<file path="config.mk">
export PLATFORM = sky130hd
export DESIGN_NAME = pfd_div
export DESIGN_NICKNAME = d
export VERILOG_FILES = /design/src/hdl/pfd_pkg.sv /design/src/hdl/pfd_div.sv
export SDC_FILE = /design/constraint.sdc
export NUM_CORES = 1
export LEC_CHECK = 0
export BUFFER_PORTS_ARGS = -buffer_cell sky130_fd_sc_hd__clkbuf_2
export CAP_MARGIN = 15
export CELL_PAD_IN_SITES_DETAIL_PLACEMENT = 1
export CELL_PAD_IN_SITES_GLOBAL_PLACEMENT = 2
export CORE_AREA = 2 2 128 162
export CTS_CLUSTER_SIZE = 28
export DETAILED_ROUTE_END_ITERATION = 8
export DIE_AREA = 0 0 130 164
export GPL_ROUTABILITY_DRIVEN = 0
export PLACE_DENSITY_LB_ADDON = 0.1
export SYNTH_ARGS = -nofsm -noshare
export SYNTH_HDL_FRONTEND = slang
export SYNTH_SLANG_ARGS = --single-unit
</file>
<file path="constraint.sdc">
create_clock -name aclk -period 5.4 [get_ports aclk]
set_input_delay 0.27 -clock aclk [delete_from_list [all_inputs] [get_ports aclk]]
set_output_delay 0.27 -clock aclk [all_outputs]
set_load 0.02 [all_outputs]
</file>
<file path="src/hdl/pfd_pkg.sv">
// Shared types and constants of the filtered-derivative PID controller.
package pfd_pkg;

    // Configuration port geometry and register indexes.
    localparam int CFG_W     = 32;
    localparam int CFG_IDX_W = 3;

    localparam logic [CFG_IDX_W-1:0] REG_PROP_GAIN     = 3'd0;
    localparam logic [CFG_IDX_W-1:0] REG_INTEGRAL_GAIN = 3'd1;
    localparam logic [CFG_IDX_W-1:0] REG_DERIV_GAIN    = 3'd2;
    localparam logic [CFG_IDX_W-1:0] REG_SAMPLE_PERIOD = 3'd3;
    localparam logic [CFG_IDX_W-1:0] REG_FILTER_TAU    = 3'd4;

    // Sample period after reset, about 1 ms in Q8.24 seconds.
    localparam logic [CFG_W-1:0] PERIOD_RESET = 32'd16777;

    // Multiplier operands, accumulator and signed product terms.
    localparam int HALF_W = 32;
    localparam int MAC_W  = 2 * HALF_W;
    localparam int ACC_W  = 2 * MAC_W;
    localparam int TERM_W = 64;

    // Product terms are clamped in magnitude at 2^61.
    localparam logic [ACC_W-1:0] TERM_LIMIT = 128'h0000_0000_0000_0000_2000_0000_0000_0000;

    // Divider geometry: 64-bit dividend, denominator 2*tau+T on 34 bits.
    localparam int DIV_NUM_W = 64;
    localparam int DEN_W     = 34;

    // Coefficient magnitude widths: ki*T/2, 2kd/(2tau+T), (2tau-T)/(2tau+T).
    localparam int CI_W = 39;
    localparam int CD_W = 57;
    localparam int CF_W = 31;

    // Binary point of the rounded product.
    typedef enum logic [1:0] {
        SH_16 = 2'd0,
        SH_25 = 2'd1,
        SH_30 = 2'd2
    } shift_sel_t;

    typedef struct packed {
        logic             start;
        logic [MAC_W-1:0] a;
        logic [MAC_W-1:0] b;
        shift_sel_t       shift;
        logic             neg;
    } mac_req_t;

    typedef struct packed {
        logic                     done;
        logic signed [TERM_W-1:0] term;
    } mac_rsp_t;

    typedef struct packed {
        logic                 start;
        logic [DIV_NUM_W-1:0] num;
        logic [DEN_W-1:0]     den;
    } div_req_t;

    typedef struct packed {
        logic                 done;
        logic [DIV_NUM_W-1:0] quot;
    } div_rsp_t;

endpackage

</file>
<file path="src/hdl/pfd_div.sv">
// Restoring divider for the derivative coefficients, one quotient bit per cycle.
module pfd_div
    import pfd_pkg::*;
(
    input  logic     aclk,
    input  logic     aresetn,
    input  div_req_t req,
    output div_rsp_t rsp
);

    localparam int CNT_W = $clog2(DIV_NUM_W);
    localparam logic [CNT_W-1:0] CNT_LAST = CNT_W'(DIV_NUM_W - 1);

    logic [DIV_NUM_W-1:0] num_reg;
    logic [DEN_W-1:0]     den_reg;
    logic [DEN_W-1:0]     rem_reg;
    logic [CNT_W-1:0]     cnt_reg;
    logic                 busy_reg;
    logic                 done_reg;

    logic [DEN_W:0]   trial;
    logic [DEN_W:0]   trial_sub;
    logic             ge;
    logic [DEN_W-1:0] rem_next;

    // Shift in the next dividend bit and try to subtract the denominator.
    assign trial     = {rem_reg, num_reg[DIV_NUM_W-1]};
    assign trial_sub = trial - {1'b0, den_reg};
    assign ge        = (trial >= {1'b0, den_reg});
    assign rem_next  = ge ? trial_sub[DEN_W-1:0] : trial[DEN_W-1:0];

    // Iteration counter.
    always_ff @(posedge aclk) begin
        if (!aresetn) begin
            busy_reg <= 1'b0;
            done_reg <= 1'b0;
            cnt_reg  <= '0;
        end else begin
            done_reg <= 1'b0;
            if (req.start) begin
                busy_reg <= 1'b1;
                cnt_reg  <= '0;
            end else if (busy_reg) begin
                cnt_reg <= cnt_reg + 1'b1;
                if (cnt_reg == CNT_LAST) begin
                    busy_reg <= 1'b0;
                    done_reg <= 1'b1;
                end
            end
        end
    end

    // The dividend register fills with quotient bits from the bottom.
    always_ff @(posedge aclk) begin
        if (req.start) begin
            num_reg <= req.num;
            den_reg <= req.den;
            rem_reg <= '0;
        end else if (busy_reg) begin
            num_reg <= {num_reg[DIV_NUM_W-2:0], ge};
            rem_reg <= rem_next;
        end
    end

    assign rsp.done = done_reg;
    assign rsp.quot = num_reg;

endmodule

</file>
======== After elaboration in Yosys (flattened, before gate mapping) ========
Index checks and enable logic that the tools add are counted.
cells by class
  bitwise operators ....................... 2
  reduce and logical (&&, ||, !) cells .... 3
  magnitude comparators ................... 1
  mux-type cells .......................... 7
  equality and inequality tests ........... 1
  add/sub/neg operators ................... 2
operators by type and width
  cell                 number
  $mux 64              2
  $ge 35x34->1         1
  $mux 34              1
  $sub 34x34->34       1
  $add 6x1->6 const B  1
  $eq 6x6->1 const B   1
  $mux 1               4
  $reduce_or 3->1      1
  $not 1->1            2
  $reduce_bool 2->1    1
  $reduce_or 2->1      1
word-level totals
  flip-flop bits (word level) ............. 140
  input bits .............................. 101

======== Longest topological paths before layout ========
  depth after elaboration ................. 4
  mapped depth ............................ 13
  mapped depth without buffers ............ 13

======== Worst setup path before layout ========
Ideal clock, no wire load.
  path kind ............................... register to register
  start ................................... register num_reg[63]
  end ..................................... register rem_reg[32]
  stages on the path, launching flop included .. 14
  buffers on the path ..................... 0
  path slack .............................. 2.456 ns
  library setup time ...................... 0.126 ns
  data arrival time ....................... 2.818 ns
  clock period less this slack ............ 2.944 ns
  cells stage by stage .................... edfxtp_1 > inv_1 > ha_1 > inv_1 > fa_1 > a21o_1 > a221o_1 > nand4b_1 > a2111oi_2 > a2111oi_2 > o21ai_1 > a21oi_1 > xor2_1 > o211ai_1
on the way
  longest elaborated chain between the ends .. 2
RTL lines
  item                                            line                          source
  start: declaration                              pfd_div.sv:14                 logic [DIV_NUM_W-1:0] num_reg;
  start signal: assignment                        pfd_div.sv:56                 num_reg <= req.num;
  start signal: assignment                        pfd_div.sv:60                 num_reg <= {num_reg[DIV_NUM_W-2:0], ge};
  $sub 34x34->34 or $ge 35x34->1 (tied branches)  pfd_div.sv:28, pfd_div.sv:29
  $mux 34 *                                       pfd_div.sv:30                 assign rem_next = ge ? trial_sub[DEN_W-1:0] : trial[DEN_W-1:0];
  end signal: assignment                          pfd_div.sv:61                 rem_reg <= rem_next;
  end: declaration                                pfd_div.sv:16                 logic [DEN_W-1:0] rem_reg;
Mark *: on every way between the ends. The rest lies on a longest branch, timed or not.
A chain may end at the register's enable or synchronous reset.

======== Worst setup path in the final report ========
  start ................................... register den_reg[2]
  end ..................................... register rem_reg[6]
on the way
  longest elaborated chain between the ends .. 2
RTL lines
  item                                            line                          source
  start: declaration                              pfd_div.sv:15                 logic [DEN_W-1:0] den_reg;
  start signal: assignment                        pfd_div.sv:57                 den_reg <= req.den;
  $sub 34x34->34 or $ge 35x34->1 (tied branches)  pfd_div.sv:28, pfd_div.sv:29
  $mux 34 *                                       pfd_div.sv:30
Marked as above.

==> metrics list <==
* Run status: finished clean
* TritonCTS clock tree: yes
- Data on the critical path arrives at its endpoint at around 4 ns.
- Final max-slew violation count: 0
* Sequential group share of total power: 42.4%
* Worst setup path class: flop to flop
* Number of synthesized flops with an enable pin: 98
- The worst setup path is captured at a flop.
- On the critical path, the stage with the largest delay is an instance of a21boi_4.
- Internal Dissipation: 2.133 mW
- CTS buffer count: 17
- After synthesis the netlist holds a flip-flop and latch count of 140.
- For this configuration, the core starts out at a cell density of 37.38%.
- Among all flip-flop cells after synthesis, the most frequent one is edfxtp_1.
- Worst path bufs/invs: 2
- In this run the horizontal extent of the chip is 130 um.
- Cell types occupying the most area after synthesis: edfxtp_1 (40%), dfxtp_1 (11%), mux2_2 (9.6%)
- Clock share of power: 37.6%
- For this run, asynchronously set or reset flops after synthesis account for 0%.
* # resized after CTS: 0
- Core Footprint: roughly 20,000 um2
* Area leader, netlist: edfxtp_1
- Antenna viol nets, final: 0
* Most repeated cell in the gate-level netlist after synthesis: edfxtp_1
- Die Footprint: roughly 21,000 um2
- After legalization and detailed placement, the total HPWL measured 13.53 mm.
- Maximum single-stage delay on the critical path: 0.54 ns
- Port Buffer Count: 165
* Layout filler cell count: 2,207
* Comb power frac: 20.0%
- Highest fanout seen on the critical path: 42
- For the finished layout, the period the worst path requires is around 3.6 ns.
- At the pin with the least slew margin, the transition time is 0.9476 ns.
- When the netlist entered floorplanning its net count stood at 786.
- Switching Power: 961.4 uW
- Number of rows in the core area: 58
- Synthesis produced 649 cells.
- Of the available clock period, the critical path in the final layout requires 66.70%.
- The first global-routing pass estimated between 30 and 40 mm of wire.
- Maximum number of buffers from clock root to sink: 2
* Number of design rule violations left after detail routing: 0
- For this block, the initial DRC count from the detailed router was 195.
- The die is 164 um tall.
- The top cell type by area accounts for 39.74% of the synthesized area.
- Before antenna repair, the detailed router went through 6 iterations.
- Static Leak: about 3.8 nW
* Post-DP Area: roughly 8500 um2
* Setup repair after global routing missed its margin: false
* Startpoint type of the worst setup path: flop
* Worst min-delay path category: primary input to flop
- Setup slack on the worst reg-to-reg path comes out at 1.80 ns.
* Antenna violations before repair: 0
* Max Clk Rate: 0.2776 GHz
- Setup-violating endpoint count in the final report: 0
- The area growth from synthesis to layout is 22.41%.
- Largest register FFs: 64
- Data on the critical path is required at its endpoint by 5.74 ns.
- Total number of vias: roughly 5.5k
- For the final database, setup skew stands at 0.01268 ns.
- Total power per unit cell area: around 340 nW/um2
* Vias in the first global route: 6,115
* Buffer cell driving the clock tree root: clkbuf_16
* Diode count: 0
- Final Hold Viols: 0
* Sequential-to-total area share from yosys stat: between 50 and 60%
* Most common cell type on the critical path: nand2_1
* Mean Syn Cell Area: about 11 um2
- # Max-Cap Violations: 0
* Most common library cells after synthesis: edfxtp_1 (98), nor2_1 (65), mux2_2 (63)
- GRT Residual Overflow: 0
* Routed vias/inst: 5.060
- The mapped netlist covers 7405 um2.
- Slew HR: 36.83%
* Switching Fraction: ~31%
* Netlist cell types: 58
* Final cell area excluding filler cells: 9064 um2
- Total detailed-routing wirelength: between 15 and 20 mm
- Entering global routing, the biggest net connects 75 pins.
- Cells along the critical path: inv_1, ha_1, a21oi_1, nand2_1, a31oi_1, o311a_1, o2111ai_2, a21boi_4, buf_4, nand2_1, o31a_1, a211oi_2
- After clock tree synthesis, the clock-pin slew on the worst setup and hold paths is 0.07 ns.
- Adding up every negative setup slack in the final design gives 0 ns.
* CP top delay family: compound AO/OA/AOI/OAI gates
- Share of final-layout standard cells stronger than drive strength 1: 35.92%
- Number of top-level pins: roughly 170
* CTS sink cnt: 140
- Clock H-tree levels: 4
* Number of nets in the layout: 948
- Clk Latency, worst-skew pair: approximately 0.43 ns
- Routed wire per std cell: 16.76 um
- Total GRT Usage: between 10% and 20%
- Count of yosys warnings during synthesis: 0
* Maximum ir drop on the vdd rail: about 0.00022 V
## layout make-up
type	count	area [um2]	area share (%)
clock buffer	17	425.4	4.694
clock inverter	15	162.7	1.795
inverter	43	161.4	1.781
multi-input combinational	438	3316	36.58
sequential	140	3785	41.76
tap	270	337.8	3.727
timing repair buffer	171	875.8	9.663
## cell usage in the layout, fill, tap and decap left out, types with 8 or more instances in the layout
master     Yosys  final
clkbuf_2       0    164
edfxtp_1      98     98
nor2_1        65     65
mux2_2        63     63
a21oi_1       45     45
inv_1         43     42
dfxtp_1       42     41
ha_1          35     35
nand2_1       34     34
o21ai_0       20     20
xnor2_1       18     18
clkbuf_16      0     17
xor2_1        16     16
a211oi_1      12     12
nand4_1       12     12
a21o_1        12     12
a211oi_2      11     11
a21oi_2       11     11
mux2i_1        8      8
## layer usage
| layer | share of wire [%] | GRT usage [%] | vias up |
|---|---|---|---|
| li1 | - | - | 2724 |
| met1 | 43 | 21.38 | 2669 |
| met2 | 50 | 31.44 | 126 |
| met3 | 6.0 | 5.993 | 17 |
| met4 | 1.2 | 4.594 | 0 |
| met5 | 0 | 0 | - |
## worst paths after layout
path,start,to,cells past startpoint
worst max-delay path,den_reg[2],rem_reg[6],12
worst min-delay path,req[3],den_reg[3],1
worst max register to register,den_reg[2],rem_reg[6],12
worst min register to register,rem_reg[29],rem_reg[29],2
## power by group through the flow
| stage | registers [mW] | logic, mW | clock network (mW) |
|---|---|---|---|
| after floorplan | 1.39 | 0.381 | 0 |
| after global placement | 1.33 | 0.615 | 0 |
| after detailed placement | 1.34 | 0.622 | 0 |
| after CTS | 1.31 | 0.626 | 1.20 |
| after global routing | 1.33 | 0.689 | 1.24 |
| final | 1.31 | 0.617 | 1.16 |
## cells by family after synthesis
family,count (synthesis),share of synthesized area [%]
AO/OA/AOI/OAI,159,15.61
buffers and inverters,71,4.123
XOR/XNOR,34,4.022
AND/OR/NAND/NOR,138,8.297
multiplexers,71,10.66
flip-flops,140,51.10
adder cells (fa/ha/maj),36,6.185
## metrics by stage
stage	cells	utilization (%)	setup slack [ns]	hold slack (ns)	total power [mW]
floorplan	649	-	2.456	0.3689	1.769
global route	1094	45.75	1.442	0.002532	3.254
detailed placement	1061	42.73	1.796	0.4488	1.958
global placement	1061	42.73	1.985	0.4465	1.947
CTS	1093	45.70	1.791	0.0008696	3.140
finish	1094	45.75	1.798	0.02278	3.094
## what timing repair did
item	4_1_cts	5_1_grt
setup buffers	0	0
hold endpoints to repair	0	1
hold buffers	0	1
Power figures use the tool's default switching activity.
