==> src/hdl/pfd_pkg.sv <==
// Shared types and constants of the filtered-derivative PID controller.
package pfd_pkg;

    // Configuration port geometry and register indexes.
    localparam int CFG_W     = 32;
    localparam int CFG_IDX_W = 3;

    localparam logic [CFG_IDX_W-1:0] REG_PROP_GAIN     = 3'd0;
    localparam logic [CFG_IDX_W-1:0] REG_INTEGRAL_GAIN = 3'd1;
    localparam logic [CFG_IDX_W-1:0] REG_DERIV_GAIN    = 3'd2;
    localparam logic [CFG_IDX_W-1:0] REG_SAMPLE_PERIOD = 3'd3;
    localparam logic [CFG_IDX_W-1:0] REG_FILTER_TAU    = 3'd4;

    // Sample period after reset, about 1 ms in Q8.24 seconds.
    localparam logic [CFG_W-1:0] PERIOD_RESET = 32'd16777;

    // Multiplier operands, accumulator and signed product terms.
    localparam int HALF_W = 32;
    localparam int MAC_W  = 2 * HALF_W;
    localparam int ACC_W  = 2 * MAC_W;
    localparam int TERM_W = 64;

    // Product terms are clamped in magnitude at 2^61.
    localparam logic [ACC_W-1:0] TERM_LIMIT = 128'h0000_0000_0000_0000_2000_0000_0000_0000;

    // Divider geometry: 64-bit dividend, denominator 2*tau+T on 34 bits.
    localparam int DIV_NUM_W = 64;
    localparam int DEN_W     = 34;

    // Coefficient magnitude widths: ki*T/2, 2kd/(2tau+T), (2tau-T)/(2tau+T).
    localparam int CI_W = 39;
    localparam int CD_W = 57;
    localparam int CF_W = 31;

    // Binary point of the rounded product.
    typedef enum logic [1:0] {
        SH_16 = 2'd0,
        SH_25 = 2'd1,
        SH_30 = 2'd2
    } shift_sel_t;

    typedef struct packed {
        logic             start;
        logic [MAC_W-1:0] a;
        logic [MAC_W-1:0] b;
        shift_sel_t       shift;
        logic             neg;
    } mac_req_t;

    typedef struct packed {
        logic                     done;
        logic signed [TERM_W-1:0] term;
    } mac_rsp_t;

    typedef struct packed {
        logic                 start;
        logic [DIV_NUM_W-1:0] num;
        logic [DEN_W-1:0]     den;
    } div_req_t;

    typedef struct packed {
        logic                 done;
        logic [DIV_NUM_W-1:0] quot;
    } div_rsp_t;

endpackage

==> src/hdl/pfd_mac.sv <==
// Shared multiply unit: 64x64 magnitude product from 32x32 partial products, rounded and clamped.
module pfd_mac
    import pfd_pkg::*;
(
    input  logic     aclk,
    input  logic     aresetn,
    input  mac_req_t req,
    output mac_rsp_t rsp
);

    logic [MAC_W-1:0]         a_reg;
    logic [MAC_W-1:0]         b_reg;
    logic [ACC_W-1:0]         acc_reg;
    logic [MAC_W-1:0]         pp_reg;
    logic [1:0]               lane_reg;
    logic                     pp_vld_reg;
    logic [2:0]               step_reg;
    logic                     busy_reg;
    logic                     done_reg;
    logic                     neg_reg;
    shift_sel_t               shift_reg;
    logic signed [TERM_W-1:0] term_reg;

    logic [HALF_W-1:0] a_half;
    logic [HALF_W-1:0] b_half;
    logic [ACC_W-1:0]  pp_aligned;
    logic [ACC_W-1:0]  round_in;
    logic [ACC_W-1:0]  q_full;
    logic [TERM_W-1:0] q_mag;

    // Step bit 0 picks the half of a, step bit 1 the half of b.
    assign a_half = step_reg[0] ? a_reg[MAC_W-1:HALF_W] : a_reg[HALF_W-1:0];
    assign b_half = step_reg[1] ? b_reg[MAC_W-1:HALF_W] : b_reg[HALF_W-1:0];

    // Align the registered partial product to its weight.
    always_comb begin
        case (lane_reg)
            2'd0:    pp_aligned = {{MAC_W{1'b0}}, pp_reg};
            2'd1:    pp_aligned = {{HALF_W{1'b0}}, pp_reg, {HALF_W{1'b0}}};
            2'd2:    pp_aligned = {pp_reg, {MAC_W{1'b0}}};
            default: pp_aligned = '0;
        endcase
    end

    // The accumulator starts at half an output LSB so truncation rounds to nearest.
    always_comb begin
        case (req.shift)
            SH_16:   round_in = ACC_W'(1) << 15;
            SH_25:   round_in = ACC_W'(1) << 24;
            SH_30:   round_in = ACC_W'(1) << 29;
            default: round_in = '0;
        endcase
    end

    // Drop the fraction bits, clamp the magnitude and apply the sign.
    always_comb begin
        case (shift_reg)
            SH_16:   q_full = acc_reg >> 16;
            SH_25:   q_full = acc_reg >> 25;
            SH_30:   q_full = acc_reg >> 30;
            default: q_full = acc_reg;
        endcase
        q_mag = (q_full > TERM_LIMIT) ? TERM_LIMIT[TERM_W-1:0] : q_full[TERM_W-1:0];
    end

    // Step sequencer: four multiplies, one trailing add, then the result.
    always_ff @(posedge aclk) begin
        if (!aresetn) begin
            busy_reg   <= 1'b0;
            done_reg   <= 1'b0;
            pp_vld_reg <= 1'b0;
            step_reg   <= '0;
        end else begin
            done_reg <= 1'b0;
            if (req.start) begin
                busy_reg   <= 1'b1;
                step_reg   <= '0;
                pp_vld_reg <= 1'b0;
            end else if (busy_reg) begin
                step_reg   <= step_reg + 3'd1;
                pp_vld_reg <= (step_reg < 3'd4);
                if (step_reg == 3'd5) begin
                    busy_reg <= 1'b0;
                    done_reg <= 1'b1;
                end
            end
        end
    end

    // Operand capture, multiply stage and accumulate stage.
    always_ff @(posedge aclk) begin
        if (req.start) begin
            a_reg     <= req.a;
            b_reg     <= req.b;
            shift_reg <= req.shift;
            neg_reg   <= req.neg;
            acc_reg   <= round_in;
        end else if (busy_reg) begin
            pp_reg   <= a_half * b_half;
            lane_reg <= {1'b0, step_reg[0]} + {1'b0, step_reg[1]};
            if (pp_vld_reg) begin
                acc_reg <= acc_reg + pp_aligned;
            end
            if (step_reg == 3'd5) begin
                term_reg <= neg_reg ? (~q_mag + 1'b1) : q_mag;
            end
        end
    end

    assign rsp.done = done_reg;
    assign rsp.term = term_reg;

endmodule

==> config.mk <==
export PLATFORM = sky130hd
export DESIGN_NAME = pfd_mac
export DESIGN_NICKNAME = d
export VERILOG_FILES = /design/src/hdl/pfd_pkg.sv /design/src/hdl/pfd_mac.sv
export SDC_FILE = /design/constraint.sdc
export NUM_CORES = 2
export LEC_CHECK = 0
export BUFFER_PORTS_ARGS = -buffer_cell sky130_fd_sc_hd__buf_2
export CAP_MARGIN = 20
export CORE_MARGIN = 2
export CORE_UTILIZATION = 50
export CTS_BUF_LIST = sky130_fd_sc_hd__clkbuf_2 sky130_fd_sc_hd__clkbuf_4 sky130_fd_sc_hd__clkbuf_8
export DETAILED_ROUTE_END_ITERATION = 16
export GPL_ROUTABILITY_DRIVEN = 0
export PLACE_DENSITY = 0.66
export SYNTH_ARGS = -nofsm -noshare
export SYNTH_HDL_FRONTEND = slang
export SYNTH_SLANG_ARGS = --single-unit
==> constraint.sdc <==
create_clock -name aclk -period 10.43 [get_ports aclk]
set_input_delay 0 -clock aclk [delete_from_list [all_inputs] [get_ports aclk]]
set_output_delay 0 -clock aclk [all_outputs]
set_load 0.005 [all_outputs]
* Yosys cells after proc, flatten, opt, wreduce, memory -nomap -nowiden *
Cells that the tools add are included.
W data, S select, Z words.

operators by class
  add/subtract/negate cells = 4
  multiply operators = 1
  div/mod/pow operators = 0
  order comparisons = 2
  equal/unequal tests = 7
  shift-type cells = 0
  mux-type cells = 14
  bitwise gates (word level) = 4
  reduce and logical (&&, ||, !) cells = 10

operators with widths
  cell                     number
  $pmux W128 S3            2
  $mux W128                3
  $add A128 B128 Y128      1
  $gt A128 B62 Y1 const B  1
  $mux W64                 2
  $pmux W30 S3             1
  $add A64 B1 Y64 const B  1
  $mul A32 B32 Y64         1
  $mux W32                 2
  $not A64 Y64             1
  $eq A2 B1 Y1 const B     3
  $eq A2 B2 Y1 const B     3
  $logic_not A2 Y1         3
  $mux W1                  4
  $reduce_and A2 Y1        2
  $reduce_bool A2 Y1       2
  $add A3 B1 Y3 const B    1
  $eq A3 B3 Y1 const B     1
  $lt A3 B3 Y1 const B     1
  $not A1 Y1               3
  $reduce_and A3 Y1        1
  $reduce_or A3 Y1         1
  $add A1 B1 Y2            1
  $reduce_or A2 Y1         1

storage, ports and cells
  flip-flop bits (word level) = 395
  bits in latches = 0
  bits in writable memories = 0
  memory bits (read-only) = 0
  output and inout port bits = 65
  memories = 0

* Depth between registers and ports, before layout *
  depth in word-level cells = 7
  depth in mapped cells = 32
  mapped depth without buffers = 28

* Worst setup path before layout *
No wires, ideal clock.

  path kind = register to register
  start = reg step_reg[1]
  end = reg pp_reg[59], data pin
  setup time = 0.265 ns
  arrival = 8.465 ns
  required time = 10.165 ns
  slack = 1.700 ns
  stages on the path, launching flop included = 30
  clock period less this slack = 8.730 ns
  cells stage by stage = dfxtp_1 -> clkbuf_1 -> buf_1 -> mux2i_1 -> clkbuf_1 -> nor2_1 -> fa_1 -> inv_1 -> fa_1 -> fa_1 -> fa_1 -> inv_1 -> fa_1 -> inv_1 -> fa_1 -> inv_1 -> fa_1 -> fa_1 -> ha_1 -> a21oi_1 -> o21ai_0 -> nand3_1 -> a21oi_1 -> a2111oi_0 -> o31a_1 -> o211ai_1 -> a31o_2 -> a31oi_1 -> o21ai_0 -> xor2_1

between the ends
  cells in the longest elaborated chain, start to end = 2

RTL lines
  element                 RTL line       source
  from (decl)             pfd_mac.sv:17  logic [2:0] step_reg;
  from (signal assigned)  pfd_mac.sv:80  step_reg <= step_reg + 3'd1;
  $mux W32                pfd_mac.sv:33  assign b_half = step_reg[1] ? b_reg[MAC_W-1:HALF_W] : b_reg[HALF_W-1:0];
  $mul A32 B32 Y64        pfd_mac.sv:99  pp_reg <= a_half * b_half;
  to (signal assigned)    pfd_mac.sv:99
  to (decl)               pfd_mac.sv:14  logic [MAC_W-1:0] pp_reg;

Every way passes these cells.
A chain may end at the register's enable or synchronous reset.

* Worst setup path after layout *
  start = reg step_reg[0]
  end = reg pp_reg[62], data pin

between the ends
  cells in the longest elaborated chain, start to end = 2

RTL lines
  element           RTL line       source
  $mux W32          pfd_mac.sv:32  assign a_half = step_reg[0] ? a_reg[MAC_W-1:HALF_W] : a_reg[HALF_W-1:0];
  $mul A32 B32 Y64  pfd_mac.sv:99

Every way passes these cells.

==> impl_table.tex <==
\begin{tabular}{lr}
\hline
Metric & Value \\
\hline
\multicolumn{2}{l}{\textbf{Clock network}} \\
Post-CTS setup buffer count & 0 \\
Clock Pin Slew Worst Setup and Hold Paths & 60 ps \\
Number of buffers created by CTS & 75 \\
CTS sink cnt & 395 \\
Worst-case clock buffer depth & 3 \\
Clock latency on the worst-skew pair & 810 ps \\
Maximum level of the CTS H-tree & 3 \\
Root buf cell & sky130\_fd\_sc\_hd\_\_clkbuf\_8 \\
CTS tree & done \\
\multicolumn{2}{l}{\textbf{Cells and area}} \\
Share of layout cells above drive strength 1 & 9.58\% \\
Max reg flops & 128 \\
Nets & 7993 \\
Area Overhead vs Synth & 11.6\% \\
Count of filler cells inserted in the layout & 10100 \\
Top library cells by usage in the layout, fill and taps aside & sky130\_fd\_sc\_hd\_\_nor2\_1, sky130\_fd\_sc\_hd\_\_inv\_1, sky130\_fd\_sc\_hd\_\_fa\_1 \\
Most common cell after layout, fill and taps aside & sky130\_fd\_sc\_hd\_\_nor2\_1 \\
\multicolumn{2}{l}{\textbf{Critical path}} \\
Signal arrival time at the worst endpoint & 10200 ps \\
Startpoint of the most critical setup path & step\_reg[0] \\
FF-to-FF path depth & 27 \\
Required time at the worst-slack endpoint & 11020 ps \\
Crit path capture & pp\_reg[62] \\
Max FO, Critical Path & 23 \\
CP Launch Type & flip-flop \\
CP Class & reg -> reg \\
Startpoint of the worst-slack reg-to-reg timing path & step\_reg[0] \\
Register-to-register setup slack & 830 ps \\
CP endpoint kind & flip-flop \\
Worst reg2reg path endpoint & pp\_reg[62] \\
\multicolumn{2}{l}{\textbf{Global route}} \\
GRT overflow & 0 \\
Largest net degree at the start of global routing & 81 \\
Initial antenna violation count & 5 \\
All-Layer GR Usage & 31.9\% \\
Via count of the first global-routing pass & 49300 \\
First-pass GRT wire length & 292000 microns \\
\multicolumn{2}{l}{\textbf{Routing}} \\
DR WL/cell & 23.4 microns \\
DR vias/cell & 5.90 \\
Total routed wirelength & 190000 microns \\
Violation count after the first detailed-route iteration & 4621 \\
Pre-antenna DRT Iters & 9 \\
Antenna-violating nets left & 0 \\
Remaining routing DRC violations & 0 \\
Total number of vias & 48100 \\
\multicolumn{2}{l}{\textbf{Synth}} \\
Register area share after synthesis & 20.1\% \\
Mapped cell area & 58600 sq um \\
Fraction of registers with async set/reset & 0\% \\
Instance count of the mapped netlist & 6260 \\
Number of distinct library cell variants in the gate-level netlist after synthesis & 84 \\
Number of enable flip-flop cells after synthesis & 389 \\
Top cells by area, synth & sky130\_fd\_sc\_hd\_\_fa\_1, sky130\_fd\_sc\_hd\_\_edfxtp\_1, sky130\_fd\_sc\_hd\_\_ha\_1, sky130\_fd\_sc\_hd\_\_nor2\_1, sky130\_fd\_sc\_hd\_\_inv\_1 \\
Area share of the leading cell type in the synthesized netlist & 30.6\% \\
Compound-Gate Fraction of Synth Area & 9.30\% \\
XOR/XNOR Fraction of Synth Area & 3.11\% \\
Post-synthesis share of cell area spent on and, or, nand and nor gates & 14.8\% \\
Largest family of logic cells by synthesized area & adder cells \\
Leading register cell type out of synthesis & sky130\_fd\_sc\_hd\_\_edfxtp\_1 \\
Adder and majority gate portion of the synthesized area & 39.0\% \\
Multiplexer share of the synthesized area & 5.42\% \\
Per-instance average area after synthesis & 9.37 sq um \\
Cell accounting for the most synthesized area & sky130\_fd\_sc\_hd\_\_fa\_1 \\
Number of nets in the synthesized netlist & 7684 \\
Number of warnings printed during yosys synthesis & 0 \\
Post-synthesis sequential element count & 395 \\
\multicolumn{2}{l}{\textbf{STA}} \\
Final Critical Period & 9600 ps \\
Fmax & 0.104 GHz \\
Final setup violating endpoints & 0 \\
Max-slew headroom at the worst pin & 22.4\% \\
Setup repair after global routing missed its margin & no \\
Pin slew with the least headroom to its limit & 1140 ps \\
Post-route setup TNS & 0 ps \\
Max-slew violations & 0 \\
Worst Skew & 80.2 ps \\
Final Cycle Share & 92.1\% \\
Count of final hold-check violations & 0 \\
\multicolumn{2}{l}{\textbf{Die}} \\
Number of standard-cell rows in the floorplan & 125 \\
I/O pin total & 199 \\
CORE AREA & 116000 sq um \\
Horizontal die dimension & 346 microns \\
Starting density of the core & 50.5\% \\
Height of the chip & 346 microns \\
DIE AREA & 120000 sq um \\
\multicolumn{2}{l}{\textbf{Status}} \\
Status & completed \\
\multicolumn{2}{l}{\textbf{Placed design}} \\
Number of buffers inserted by port buffering & 198 \\
HPWL Detailed & 148000 microns \\
\multicolumn{2}{l}{\textbf{Worst hold path}} \\
Path category of the worst min-delay check & in -> reg \\
Hold\_sp & req[1] \\
\multicolumn{2}{l}{\textbf{Job}} \\
Max-cap check violation count & 0 \\
\hline
\end{tabular}
[stage by stage]
step | instance area [sq um] | worst slack, ps | instances | utilization [%] | hold slack [ps]
final | 65500 | 826 | 8153 | 56.3 | 166
after global routing | 65500 | 452 | 8152 | 56.3 | 169
after CTS | 65400 | 892 | 8147 | 56.3 | 110
after detailed placement | 61200 | 871 | 7750 | 52.7 | 178
after global placement | 61200 | 1170 | 7750 | 52.7 | 176
after floorplan | 58600 | 1700 | 6260 | - | 98.9
[cell families after synthesis]
kind of cell	count (synthesis)
flip-flops	395
adder cells (fa/ha/maj)	1290
AND/OR/NAND/NOR	2015
multiplexers	230
XOR/XNOR	208
buffers and inverters	1262
AO/OA/AOI/OAI	860
[how the worst min path moves through the flow]
stage	to	cells past startpoint
4_1_cts	acc_reg[24]	4
5_1_grt	acc_reg[24]	4
2_1_floorplan	a_reg[0]	0
3_5_place_dp	b_reg[47]	1
3_3_place_gp	b_reg[16]	1
6_report	acc_reg[24]	4
[routing by layer]
metal / GRT usage, % / routed length [microns]
met2: 49.6 / 84900
met5: 0 / 27
met4: 19.3 / 13200
met1: 40.3 / 72400
met3: 7.95 / 19800
[cell usage after synthesis (8+ instances only)]
| master | count |
|---|---|
| sky130_fd_sc_hd__o31ai_1 | 23 |
| sky130_fd_sc_hd__a21oi_1 | 268 |
| sky130_fd_sc_hd__o21bai_1 | 53 |
| sky130_fd_sc_hd__nor3_1 | 67 |
| sky130_fd_sc_hd__inv_1 | 933 |
| sky130_fd_sc_hd__fa_1 | 897 |
| sky130_fd_sc_hd__nand3_1 | 44 |
| sky130_fd_sc_hd__nand2b_1 | 22 |
| sky130_fd_sc_hd__o211ai_1 | 13 |
| sky130_fd_sc_hd__edfxtp_1 | 389 |
| sky130_fd_sc_hd__or2_2 | 15 |
| sky130_fd_sc_hd__nor2_1 | 943 |
| sky130_fd_sc_hd__nor2b_1 | 28 |
| sky130_fd_sc_hd__mux2i_1 | 99 |
| sky130_fd_sc_hd__o21ai_1 | 23 |
| sky130_fd_sc_hd__a31oi_1 | 29 |
| sky130_fd_sc_hd__mux4_2 | 62 |
| sky130_fd_sc_hd__a211oi_1 | 21 |
| sky130_fd_sc_hd__a21boi_0 | 14 |
| sky130_fd_sc_hd__buf_1 | 27 |
| sky130_fd_sc_hd__a22o_1 | 34 |
| sky130_fd_sc_hd__o41ai_1 | 9 |
| sky130_fd_sc_hd__a21o_1 | 113 |
| sky130_fd_sc_hd__nand2_1 | 611 |
| sky130_fd_sc_hd__nor4_1 | 24 |
| sky130_fd_sc_hd__xnor2_1 | 108 |
| sky130_fd_sc_hd__o221ai_1 | 11 |
| sky130_fd_sc_hd__or3_1 | 20 |
| sky130_fd_sc_hd__o21a_1 | 22 |
| sky130_fd_sc_hd__mux2_2 | 68 |
| sky130_fd_sc_hd__ha_1 | 393 |
| sky130_fd_sc_hd__and2_1 | 73 |
| sky130_fd_sc_hd__nand4_1 | 88 |
| sky130_fd_sc_hd__or4_1 | 11 |
| sky130_fd_sc_hd__and4_1 | 9 |
| sky130_fd_sc_hd__xor2_1 | 100 |
| sky130_fd_sc_hd__a221oi_1 | 8 |
| sky130_fd_sc_hd__and3_1 | 30 |
| sky130_fd_sc_hd__clkbuf_1 | 283 |
| sky130_fd_sc_hd__o21ai_0 | 165 |
[cell type report]
class / count / area, sq um / area share (%)
clock inverter: 40 / 394 / 0.602
sequential: 395 / 11800 / 18.0
timing repair buffer: 559 / 4400 / 6.72
tap: 1524 / 1910 / 2.91
inverter: 935 / 3510 / 5.36
clock buffer: 93 / 1180 / 1.80
antenna: 4 / 10.0 / 0.0153
multi-input combinational: 4603 / 42200 / 64.5
[timing repair]
| action | in CTS | in global routing |
|---|---|---|
| hold buffers | 264 | 0 |
| setup endpoints to repair | 0 | 0 |
| gates resized for setup | 0 | 0 |
| endpoints found under the hold margin | 198 | 0 |
[critical path: stages (launching register included)]
cell                        delay (ps)
sky130_fd_sc_hd__dfxtp_4           600
sky130_fd_sc_hd__buf_4             360
sky130_fd_sc_hd__mux2i_2           880
sky130_fd_sc_hd__nor2_1            160
sky130_fd_sc_hd__fa_1              470
sky130_fd_sc_hd__fa_1              550
sky130_fd_sc_hd__inv_1              50
sky130_fd_sc_hd__fa_1              490
sky130_fd_sc_hd__fa_1              500
sky130_fd_sc_hd__inv_1              50
sky130_fd_sc_hd__ha_1              270
sky130_fd_sc_hd__ha_1              300
sky130_fd_sc_hd__fa_1              480
sky130_fd_sc_hd__inv_1              60
sky130_fd_sc_hd__fa_1              550
sky130_fd_sc_hd__inv_1              50
sky130_fd_sc_hd__ha_1              380
sky130_fd_sc_hd__nand4_1           160
sky130_fd_sc_hd__inv_1              80
sky130_fd_sc_hd__a211oi_1           50
sky130_fd_sc_hd__o21ai_0           310
sky130_fd_sc_hd__nand2_1           160
sky130_fd_sc_hd__or4_1             560
sky130_fd_sc_hd__a211oi_1          610
sky130_fd_sc_hd__a211oi_1          290
sky130_fd_sc_hd__o21ai_0           470
sky130_fd_sc_hd__mux2i_1           130
sky130_fd_sc_hd__a2111oi_0         370
Power is left out: the tool's default activity adds up to more than one toggle a clock period on the data nets, which glitch-free logic cannot reach.
